## src/design/i2cram_pkg.sv

```systemverilog
package i2cram_pkg;

  // Bus sequencer phases, one-hot.
  typedef enum logic [15:0] {
    PH_IDLE      = 16'b0000_0000_0000_0001,
    PH_START_A   = 16'b0000_0000_0000_0010,
    PH_START_B   = 16'b0000_0000_0000_0100,
    PH_TX_LOW    = 16'b0000_0000_0000_1000,
    PH_TX_HIGH   = 16'b0000_0000_0001_0000,
    PH_ACK_LOW   = 16'b0000_0000_0010_0000,
    PH_ACK_HIGH  = 16'b0000_0000_0100_0000,
    PH_ACK_POLL  = 16'b0000_0000_1000_0000,
    PH_RS_A      = 16'b0000_0001_0000_0000,
    PH_RX_LOW    = 16'b0000_0010_0000_0000,
    PH_RX_HIGH   = 16'b0000_0100_0000_0000,
    PH_NACK_LOW  = 16'b0000_1000_0000_0000,
    PH_NACK_HIGH = 16'b0001_0000_0000_0000,
    PH_STOP_A    = 16'b0010_0000_0000_0000,
    PH_STOP_B    = 16'b0100_0000_0000_0000,
    PH_STOP_C    = 16'b1000_0000_0000_0000
  } phase_t;

  // Configuration register indexes.
  localparam int unsigned CFG_AW = 2;
  localparam int unsigned CFG_DW = 8;
  localparam logic [CFG_AW-1:0] CFG_DEV_ADDR    = 2'd0;
  localparam logic [CFG_AW-1:0] CFG_ACK_TIMEOUT = 2'd1;
  localparam logic [CFG_AW-1:0] CFG_PHASE_TICKS = 2'd2;

  // Register reset values.
  localparam logic [6:0] DEV_ADDR_RST    = 7'd40;
  localparam logic [7:0] ACK_TIMEOUT_RST = 8'd250;
  localparam logic [7:0] PHASE_TICKS_RST = 8'd8;

  // Byte step within a transaction.
  localparam logic [1:0] STEP_ADDR = 2'd0;
  localparam logic [1:0] STEP_REG  = 2'd1;
  localparam logic [1:0] STEP_LAST = 2'd2;

  localparam int unsigned IN_DW  = 24;
  localparam int unsigned OUT_DW = 16;

endpackage

```

## src/design/i2c_register_access_master.sv

```systemverilog
// Channel | Dir | tdata fields (low bit up)                          | other
// --------+-----+----------------------------------------------------+----------------
// in_     | in  | start_req, reg_addr[7:0], wr_data[7:0], sda_in     | tuser = cmd
// out_    | out | scl, sda_out, sda_drive, busy_res, done_res,       | -
//         |     | rd_data[7:0], ack_error                            |
// cfg_    | in  | cfg_we, cfg_addr (register index), cfg_wdata       | write only
//
// Every input word is one bus tick. The sequencer state and the result register
// are updated in the cycle the word is accepted, so while the result side takes
// words one word per clock is taken, each giving exactly one result word in the next cycle.
// The result register parts the two sides: a new word is taken whenever the
// result register is empty or its word is taken in the same cycle.
// Reset (rst_n low, synchronous) returns the sequencer to idle, empties the
// result register and loads the register defaults (address 40, timeout 250,
// phase length 8).
module i2c_register_access_master (
  input  logic                          clk,
  input  logic                          rst_n,
  // start_req, reg_addr[7:0], wr_data[7:0], sda_in, zero fill
  input  logic [i2cram_pkg::IN_DW-1:0]  in_tdata,
  // cmd (0 register write, 1 register read)
  input  logic                          in_tuser,
  input  logic                          in_tvalid,
  output logic                          in_tready,
  // scl, sda_out, sda_drive, busy_res, done_res, rd_data[7:0], ack_error, zero fill
  output logic [i2cram_pkg::OUT_DW-1:0] out_tdata,
  output logic                          out_tvalid,
  input  logic                          out_tready,
  input  logic                          cfg_we,
  input  logic [i2cram_pkg::CFG_AW-1:0] cfg_addr,
  input  logic [i2cram_pkg::CFG_DW-1:0] cfg_wdata
);
  import i2cram_pkg::*;

  // Configuration registers.
  logic [6:0] dev_addr_r;
  logic [7:0] ack_timeout_r;
  logic [7:0] phase_ticks_r;

  // Sequencer state.
  phase_t     phase_r,      phase_nxt;
  logic [3:0] bit_cnt_r,    bit_cnt_nxt;
  logic [7:0] shift_r,      shift_nxt;
  logic [7:0] hold_cnt_r,   hold_cnt_nxt;
  logic [7:0] poll_cnt_r,   poll_cnt_nxt;
  logic       lat_cmd_r,    lat_cmd_nxt;
  logic [7:0] lat_reg_r,    lat_reg_nxt;
  logic [7:0] lat_data_r,   lat_data_nxt;
  logic [7:0] read_byte_r,  read_byte_nxt;
  logic       err_r,        err_nxt;
  logic [1:0] byte_step_r,  byte_step_nxt;

  // Result register.
  logic              out_valid_r;
  logic [OUT_DW-1:0] out_data_r, out_data_nxt;

  // Unpacked input fields.
  logic       start_req;
  logic [7:0] reg_addr;
  logic [7:0] wr_data;
  logic       sda_in;
  logic       in_acc;

  assign start_req = in_tdata[0];
  assign reg_addr  = in_tdata[8:1];
  assign wr_data   = in_tdata[16:9];
  assign sda_in    = in_tdata[17];

  assign in_tready  = !out_valid_r || out_tready;
  assign in_acc     = in_tvalid && in_tready;
  assign out_tvalid = out_valid_r;
  assign out_tdata  = out_data_r;

  // One tick of the bus sequencer.
  always_comb begin
    phase_t     ph;
    logic       scl_o, sda_o, drv_o, busy_o, done_o;
    logic [7:0] plen, tmo, poll_inc;
    logic [8:0] hold_inc;
    logic [3:0] bc_inc;
    logic [7:0] rx_shift;

    phase_nxt     = phase_r;
    bit_cnt_nxt   = bit_cnt_r;
    shift_nxt     = shift_r;
    hold_cnt_nxt  = hold_cnt_r;
    poll_cnt_nxt  = poll_cnt_r;
    lat_cmd_nxt   = lat_cmd_r;
    lat_reg_nxt   = lat_reg_r;
    lat_data_nxt  = lat_data_r;
    read_byte_nxt = read_byte_r;
    err_nxt       = err_r;
    byte_step_nxt = byte_step_r;
    done_o        = 1'b0;

    plen = (phase_ticks_r == 8'd0) ? 8'd1 : phase_ticks_r;
    tmo  = (ack_timeout_r == 8'd0) ? 8'd1 : ack_timeout_r;

    // A request while idle makes this tick the first tick of START.
    ph = phase_r;
    if (phase_r == PH_IDLE && start_req) begin
      lat_cmd_nxt   = in_tuser;
      lat_reg_nxt   = reg_addr;
      lat_data_nxt  = wr_data;
      err_nxt       = 1'b0;
      byte_step_nxt = STEP_ADDR;
      bit_cnt_nxt   = 4'd0;
      hold_cnt_nxt  = 8'd0;
      poll_cnt_nxt  = 8'd0;
      ph            = PH_START_A;
      phase_nxt     = PH_START_A;
    end

    // Line levels for the phase in force this tick.
    scl_o = 1'b1;
    sda_o = 1'b1;
    drv_o = 1'b1;
    case (ph)
      PH_START_B:   sda_o = 1'b0;
      PH_TX_LOW:    begin scl_o = 1'b0; sda_o = shift_r[7]; end
      PH_TX_HIGH:   sda_o = shift_r[7];
      PH_ACK_LOW:   begin scl_o = 1'b0; drv_o = 1'b0; end
      PH_ACK_HIGH:  drv_o = 1'b0;
      PH_ACK_POLL:  drv_o = 1'b0;
      PH_RS_A:      scl_o = 1'b0;
      PH_RX_LOW:    begin scl_o = 1'b0; drv_o = 1'b0; end
      PH_RX_HIGH:   drv_o = 1'b0;
      PH_NACK_LOW:  scl_o = 1'b0;
      PH_STOP_A:    begin scl_o = 1'b0; sda_o = 1'b0; end
      PH_STOP_B:    sda_o = 1'b0;
      default:      ;
    endcase
    busy_o = (ph != PH_IDLE);

    poll_inc = poll_cnt_nxt + 8'd1;
    hold_inc = {1'b0, hold_cnt_nxt} + 9'd1;
    bc_inc   = bit_cnt_nxt + 4'd1;
    rx_shift = {shift_r[6:0], sda_in};

    if (ph == PH_ACK_POLL) begin
      if (!sda_in) begin
        // Acknowledge seen: pick the next byte or phase.
        poll_cnt_nxt = 8'd0;
        if (byte_step_r == STEP_ADDR) begin
          shift_nxt     = lat_reg_r;
          byte_step_nxt = STEP_REG;
          bit_cnt_nxt   = 4'd0;
          phase_nxt     = PH_TX_LOW;
        end else if (byte_step_r == STEP_REG) begin
          byte_step_nxt = STEP_LAST;
          if (lat_cmd_r) begin
            phase_nxt = PH_RS_A;
          end else begin
            shift_nxt   = lat_data_r;
            bit_cnt_nxt = 4'd0;
            phase_nxt   = PH_TX_LOW;
          end
        end else if (lat_cmd_r) begin
          shift_nxt   = 8'd0;
          bit_cnt_nxt = 4'd0;
          phase_nxt   = PH_RX_LOW;
        end else begin
          phase_nxt = PH_STOP_A;
        end
      end else begin
        poll_cnt_nxt = poll_inc;
        if (poll_inc >= tmo) begin
          // Timed out: abort with STOP and flag it.
          poll_cnt_nxt = 8'd0;
          err_nxt      = 1'b1;
          phase_nxt    = PH_STOP_A;
        end
      end
      hold_cnt_nxt = 8'd0;
    end else if (ph != PH_IDLE) begin
      if (hold_inc < {1'b0, plen}) begin
        hold_cnt_nxt = hold_inc[7:0];
      end else begin
        hold_cnt_nxt = 8'd0;
        case (ph)
          PH_START_A: phase_nxt = PH_START_B;
          PH_START_B: begin
            shift_nxt   = {dev_addr_r, (byte_step_r != STEP_ADDR)};
            bit_cnt_nxt = 4'd0;
            phase_nxt   = PH_TX_LOW;
          end
          PH_TX_LOW:  phase_nxt = PH_TX_HIGH;
          PH_TX_HIGH: begin
            shift_nxt   = {shift_r[6:0], 1'b0};
            bit_cnt_nxt = bc_inc;
            phase_nxt   = (bc_inc >= 4'd8) ? PH_ACK_LOW : PH_TX_LOW;
          end
          PH_ACK_LOW:  phase_nxt = PH_ACK_HIGH;
          PH_ACK_HIGH: begin
            poll_cnt_nxt = 8'd0;
            phase_nxt    = PH_ACK_POLL;
          end
          PH_RS_A:    phase_nxt = PH_START_A;
          PH_RX_LOW:  phase_nxt = PH_RX_HIGH;
          PH_RX_HIGH: begin
            // Sample the read bit on the last tick of SCL high.
            shift_nxt   = rx_shift;
            bit_cnt_nxt = bc_inc;
            if (bc_inc >= 4'd8) begin
              read_byte_nxt = rx_shift;
              phase_nxt     = PH_NACK_LOW;
            end else begin
              phase_nxt = PH_RX_LOW;
            end
          end
          PH_NACK_LOW:  phase_nxt = PH_NACK_HIGH;
          PH_NACK_HIGH: phase_nxt = PH_STOP_A;
          PH_STOP_A:    phase_nxt = PH_STOP_B;
          PH_STOP_B:    phase_nxt = PH_STOP_C;
          PH_STOP_C: begin
            phase_nxt = PH_IDLE;
            done_o    = 1'b1;
          end
          default:      phase_nxt = PH_IDLE;
        endcase
      end
    end

    out_data_nxt = {2'b00, err_nxt, read_byte_nxt, done_o, busy_o, drv_o, sda_o, scl_o};
  end

  // Configuration registers.
  always_ff @(posedge clk) begin
    if (!rst_n) begin
      dev_addr_r    <= DEV_ADDR_RST;
      ack_timeout_r <= ACK_TIMEOUT_RST;
      phase_ticks_r <= PHASE_TICKS_RST;
    end else if (cfg_we) begin
      case (cfg_addr)
        CFG_DEV_ADDR:    dev_addr_r    <= cfg_wdata[6:0];
        CFG_ACK_TIMEOUT: ack_timeout_r <= cfg_wdata;
        CFG_PHASE_TICKS: phase_ticks_r <= cfg_wdata;
        default:         ;
      endcase
    end
  end

  // Sequencer state advances only on an accepted word.
  always_ff @(posedge clk) begin
    if (!rst_n) begin
      phase_r     <= PH_IDLE;
      bit_cnt_r   <= 4'd0;
      shift_r     <= 8'd0;
      hold_cnt_r  <= 8'd0;
      poll_cnt_r  <= 8'd0;
      lat_cmd_r   <= 1'b0;
      lat_reg_r   <= 8'd0;
      lat_data_r  <= 8'd0;
      read_byte_r <= 8'd0;
      err_r       <= 1'b0;
      byte_step_r <= STEP_ADDR;
    end else if (in_acc) begin
      phase_r     <= phase_nxt;
      bit_cnt_r   <= bit_cnt_nxt;
      shift_r     <= shift_nxt;
      hold_cnt_r  <= hold_cnt_nxt;
      poll_cnt_r  <= poll_cnt_nxt;
      lat_cmd_r   <= lat_cmd_nxt;
      lat_reg_r   <= lat_reg_nxt;
      lat_data_r  <= lat_data_nxt;
      read_byte_r <= read_byte_nxt;
      err_r       <= err_nxt;
      byte_step_r <= byte_step_nxt;
    end
  end

  // Result register.
  always_ff @(posedge clk) begin
    if (!rst_n) begin
      out_valid_r <= 1'b0;
    end else if (in_acc) begin
      out_valid_r <= 1'b1;
    end else if (out_tready) begin
      out_valid_r <= 1'b0;
    end
  end

  always_ff @(posedge clk) begin
    if (in_acc) begin
      out_data_r <= out_data_nxt;
    end
  end

endmodule

```

## config.mk

```make
export PLATFORM = sky130hd
export DESIGN_NAME = i2c_register_access_master
export DESIGN_NICKNAME = d
export VERILOG_FILES = /design/src/design/i2cram_pkg.sv /design/src/design/i2c_register_access_master.sv
export SDC_FILE = /design/constraint.sdc
export NUM_CORES = 1
export LEC_CHECK = 0
export BUFFER_PORTS_ARGS = -buffer_cell sky130_fd_sc_hd__clkbuf_2
export CORE_UTILIZATION = 25
export CTS_CLUSTER_DIAMETER = 40
export DETAILED_ROUTE_END_ITERATION = 7
export SYNTH_ARGS = -nofsm -noshare
export SYNTH_HDL_FRONTEND = slang
export SYNTH_SLANG_ARGS = --single-unit
```

## constraint.sdc

```tcl
create_clock -name clk -period 4.8 [get_ports clk]
set_clock_uncertainty 0.2 [all_clocks]
set_input_delay 0.24 -clock clk [delete_from_list [all_inputs] [get_ports clk]]
set_output_delay 0.24 -clock clk [all_outputs]
set_load 0.1 [all_outputs]
```

==> metrics.yaml <==
status: "finished, final reports clean"
routedWlPerCell_um: 15.3
core_um2: 23700
slew_headroom_pct: 47.4
multi_input_area_um2: 3530
ys_seq_area_share_pct: 38.5
cts_tree: "done"
gp_congestion: 0.856
pwr_density_cell_nw_per_um2: 267
port-buffer-count: 49
synth_top_family_by_area: "simple AND/OR/NAND/NOR gates"
synth.avg_cell_area_um2: 8.63
numCtsBuffers: 9
p_leak_nw: 3.06
reg2regPathDepth: 17
grt_pass1_vias: 5226
ios: 58
clock_sinks: 110
synthAdderAreaFrac_pct: 3.70
layout_common_cells: "nand2_1 (106), dfxtp_1 (96), buf_4 (52)"
route.detailed.vias_per_inst: 4.91
post_synth_num_cell_types: 74
totalNegativeSetupSlack_ns: 0
cap_viol_max_count: 0
routed_wl_um: 17200
startpoint_type: "register"
setup_viol: 0
firstDrtPassIters: 5
regToRegEndpoint: "poll_cnt_r[5]"
endpoint_kind: "register"
synth_mux_area_share_pct: 9.79
arrival_ns: 4.68
syn_inst: 705
drive_above_1_share_pct: 20.0
finalHoldViolations: 0
ant_nets: 0
setup_slack_ns: 0.218
pre_cts_ws_ns: 0.0346
fin_nets: 861
synth.cell_area_um2: 6080
cp.required_ns: 4.89
worstHoldEndpoint: "ack_timeout_r[2]"
antenna_found_initial: 0
drtIter0Drc: 329
grt.overflow.total: 0
r2r_slack_ns: 0.22
dp_hpwl_um: 12400
fin_crit_sh_pct: 95.4
cp_max_fo: 5
start_util_pct: 25.7
clk_pin_slew_ns: 0.08
synth_edf_count: 14
die-area_um2: 25000
h-tree-depth: 3
max_freq_mhz: 218
grt_pass1_wl_um: 28100
maxSlewViolCount: 0
dieWidth_um: 158
fill_cells: 2504
clockBufferDepth: 2
layout_commonest_cell: "nand2_1"
regArea_um2: 2340
n_antenna_cell: 0
yosys_warnings: 0
cts_root_buf: "clkbuf_16"
synthXorXnorAreaFrac_pct: 2.59
yosys.area_share.simple_pct: 23.2
ir_drop_mv: 0.167
rsz0062_at_grt: "false"
worstSetupPathType: "reg -> reg"
clk_latency_ns: 0.37
synth-main-ff-cell: "dfxtp_1"
hold_path_class: "in -> reg"
area_growth_pct: 25.4
die_y_um: 158
ys_seq_elements: 110
grt_max_degree: 54
period_needed_ns: 4.58
std_cell_rows: 56
hold_depth: 4
worst_slew_pin_slew_ns: 0.784
vias: 5536
r2r_start: "phase_r[1]"
drc: 0
grt_use_total_pct: 14.5
worstHoldStart: "cfg_addr[0]"
synth_compound_area_share_pct: 17.5
synthArstFlopShare_pct: 0
[cell type report]
type                       count  area share [%]
multi-input combinational    525            46.2
sequential                   110            30.7
timing repair buffer         132            12.7
tap                          319            5.23
clock buffer                   9            2.95
inverter                      25            1.23
clock inverter                 7           0.951
[Yosys cell counts, drive strengths merged, types with 3 or more instances]
master	instances	share of area, %
a21o	9	1.1
mux2i	46	7.6
or3	5	0.51
and3	8	0.82
buf	12	1.0
nor4b	3	0.43
nand2b	3	0.31
dfxtp	96	32
nor4	13	2.3
and2	7	0.72
nor2	53	3.5
or2	4	0.41
nand4	14	1.7
nor3	11	0.90
a31oi	8	0.82
nand2	106	6.5
or4	5	0.68
ha	18	3.7
nand4b	4	0.58
nand3	25	2.1
xnor2	12	1.7
inv	25	1.5
nor3b	3	0.37
a21oi	41	3.4
nand3b	4	0.49
nor2b	3	0.35
o31ai	3	0.68
edfxtp	14	6.9
a22o	5	0.72
xor2	6	0.86
o22ai	4	0.64
clkbuf	34	2.1
o311ai	7	1.0
o2111ai	3	0.43
o211ai	14	1.8
o21ai	34	2.9
mux2	12	2.2
[cells by family after synthesis]
group / count (synthesis)
simple gates: 274
compound gates: 155
flops: 110
buf+inv: 71
mux: 58
fa+ha+maj: 18
xor+xnor: 18
other cells: 1
[registers in the layout, summed over array words and instances, names as in the netlist]
signal         cells
byte_step_r        2
out_tvalid         1
dev_addr_r         7
lat_data_r         8
read_byte_r        8
lat_reg_r          8
poll_cnt_r         8
phase_ticks_r      8
out_tdata         14
ack_timeout_r      8
phase_r           16
shift_r            8
hold_cnt_r         8
err_r              1
lat_cmd_r          1
bit_cnt_r          4
[report_power, final]
part,internal [mW],switching (mW)
Clock,0.369,0.388
Combinational,0.105,0.209
Sequential,0.955,0.0131
[per-layer routing]
metal / share of wire [%] / track usage, %
met5: 0 / 0
met4: 1.9 / 5.31
met3: 4.5 / 2.55
met2: 45 / 22.0
met1: 49 / 20.5
[what timing repair did]
item                                    CTS  global route
hold endpoints to repair                 36             0
hold buffers                             27             0
resized for setup                         1            12
setup buffers                             0             5
endpoints found under the setup margin    4            57
pin swaps                                 1             3
gates cloned                              0             0
[stage by stage]
step	instance area [µm²]	hold WS (ns)	instances	power [mW]	util [%]
floorplan	6090	0.168	706	1.18	-
global placement	6970	0.241	1079	1.28	29.4
detailed placement	6970	0.246	1079	1.28	29.4
CTS	7540	0.0420	1122	2.06	31.8
global route	7630	0.0903	1127	2.13	32.2
finish	7630	0.0581	1127	2.04	32.2
[worst max-delay path, cell delays in order (launching register included)]
cell	delay, ns
dfxtp_1	0.31
or4b_2	0.70
nor3b_2	0.25
nand2_1	0.15
buf_6	0.16
and2_1	0.17
ha_1	0.20
and3_1	0.22
xnor2_1	0.18
nor2_1	0.07
ha_1	0.31
a21o_1	0.21
a2111oi_4	0.33
o21a_1	0.23
o211ai_2	0.14
buf_4	0.19
or3_1	0.34
a31oi_1	0.16
[worst max-delay path by stage]
stage                start             to  slack [ns]  cells past startpoint
6_report        phase_r[1]  poll_cnt_r[5]        0.22                     17
3_5_place_dp    phase_r[1]  poll_cnt_r[0]        0.03                     18
3_3_place_gp    phase_r[1]  poll_cnt_r[0]        0.03                     18
4_1_cts        phase_r[15]  poll_cnt_r[7]        0.05                     18
2_1_floorplan  phase_r[13]  poll_cnt_r[2]        0.14                     20
5_1_grt        phase_r[15]  poll_cnt_r[5]        0.02                     18
(Power assumes the default switching activity.)
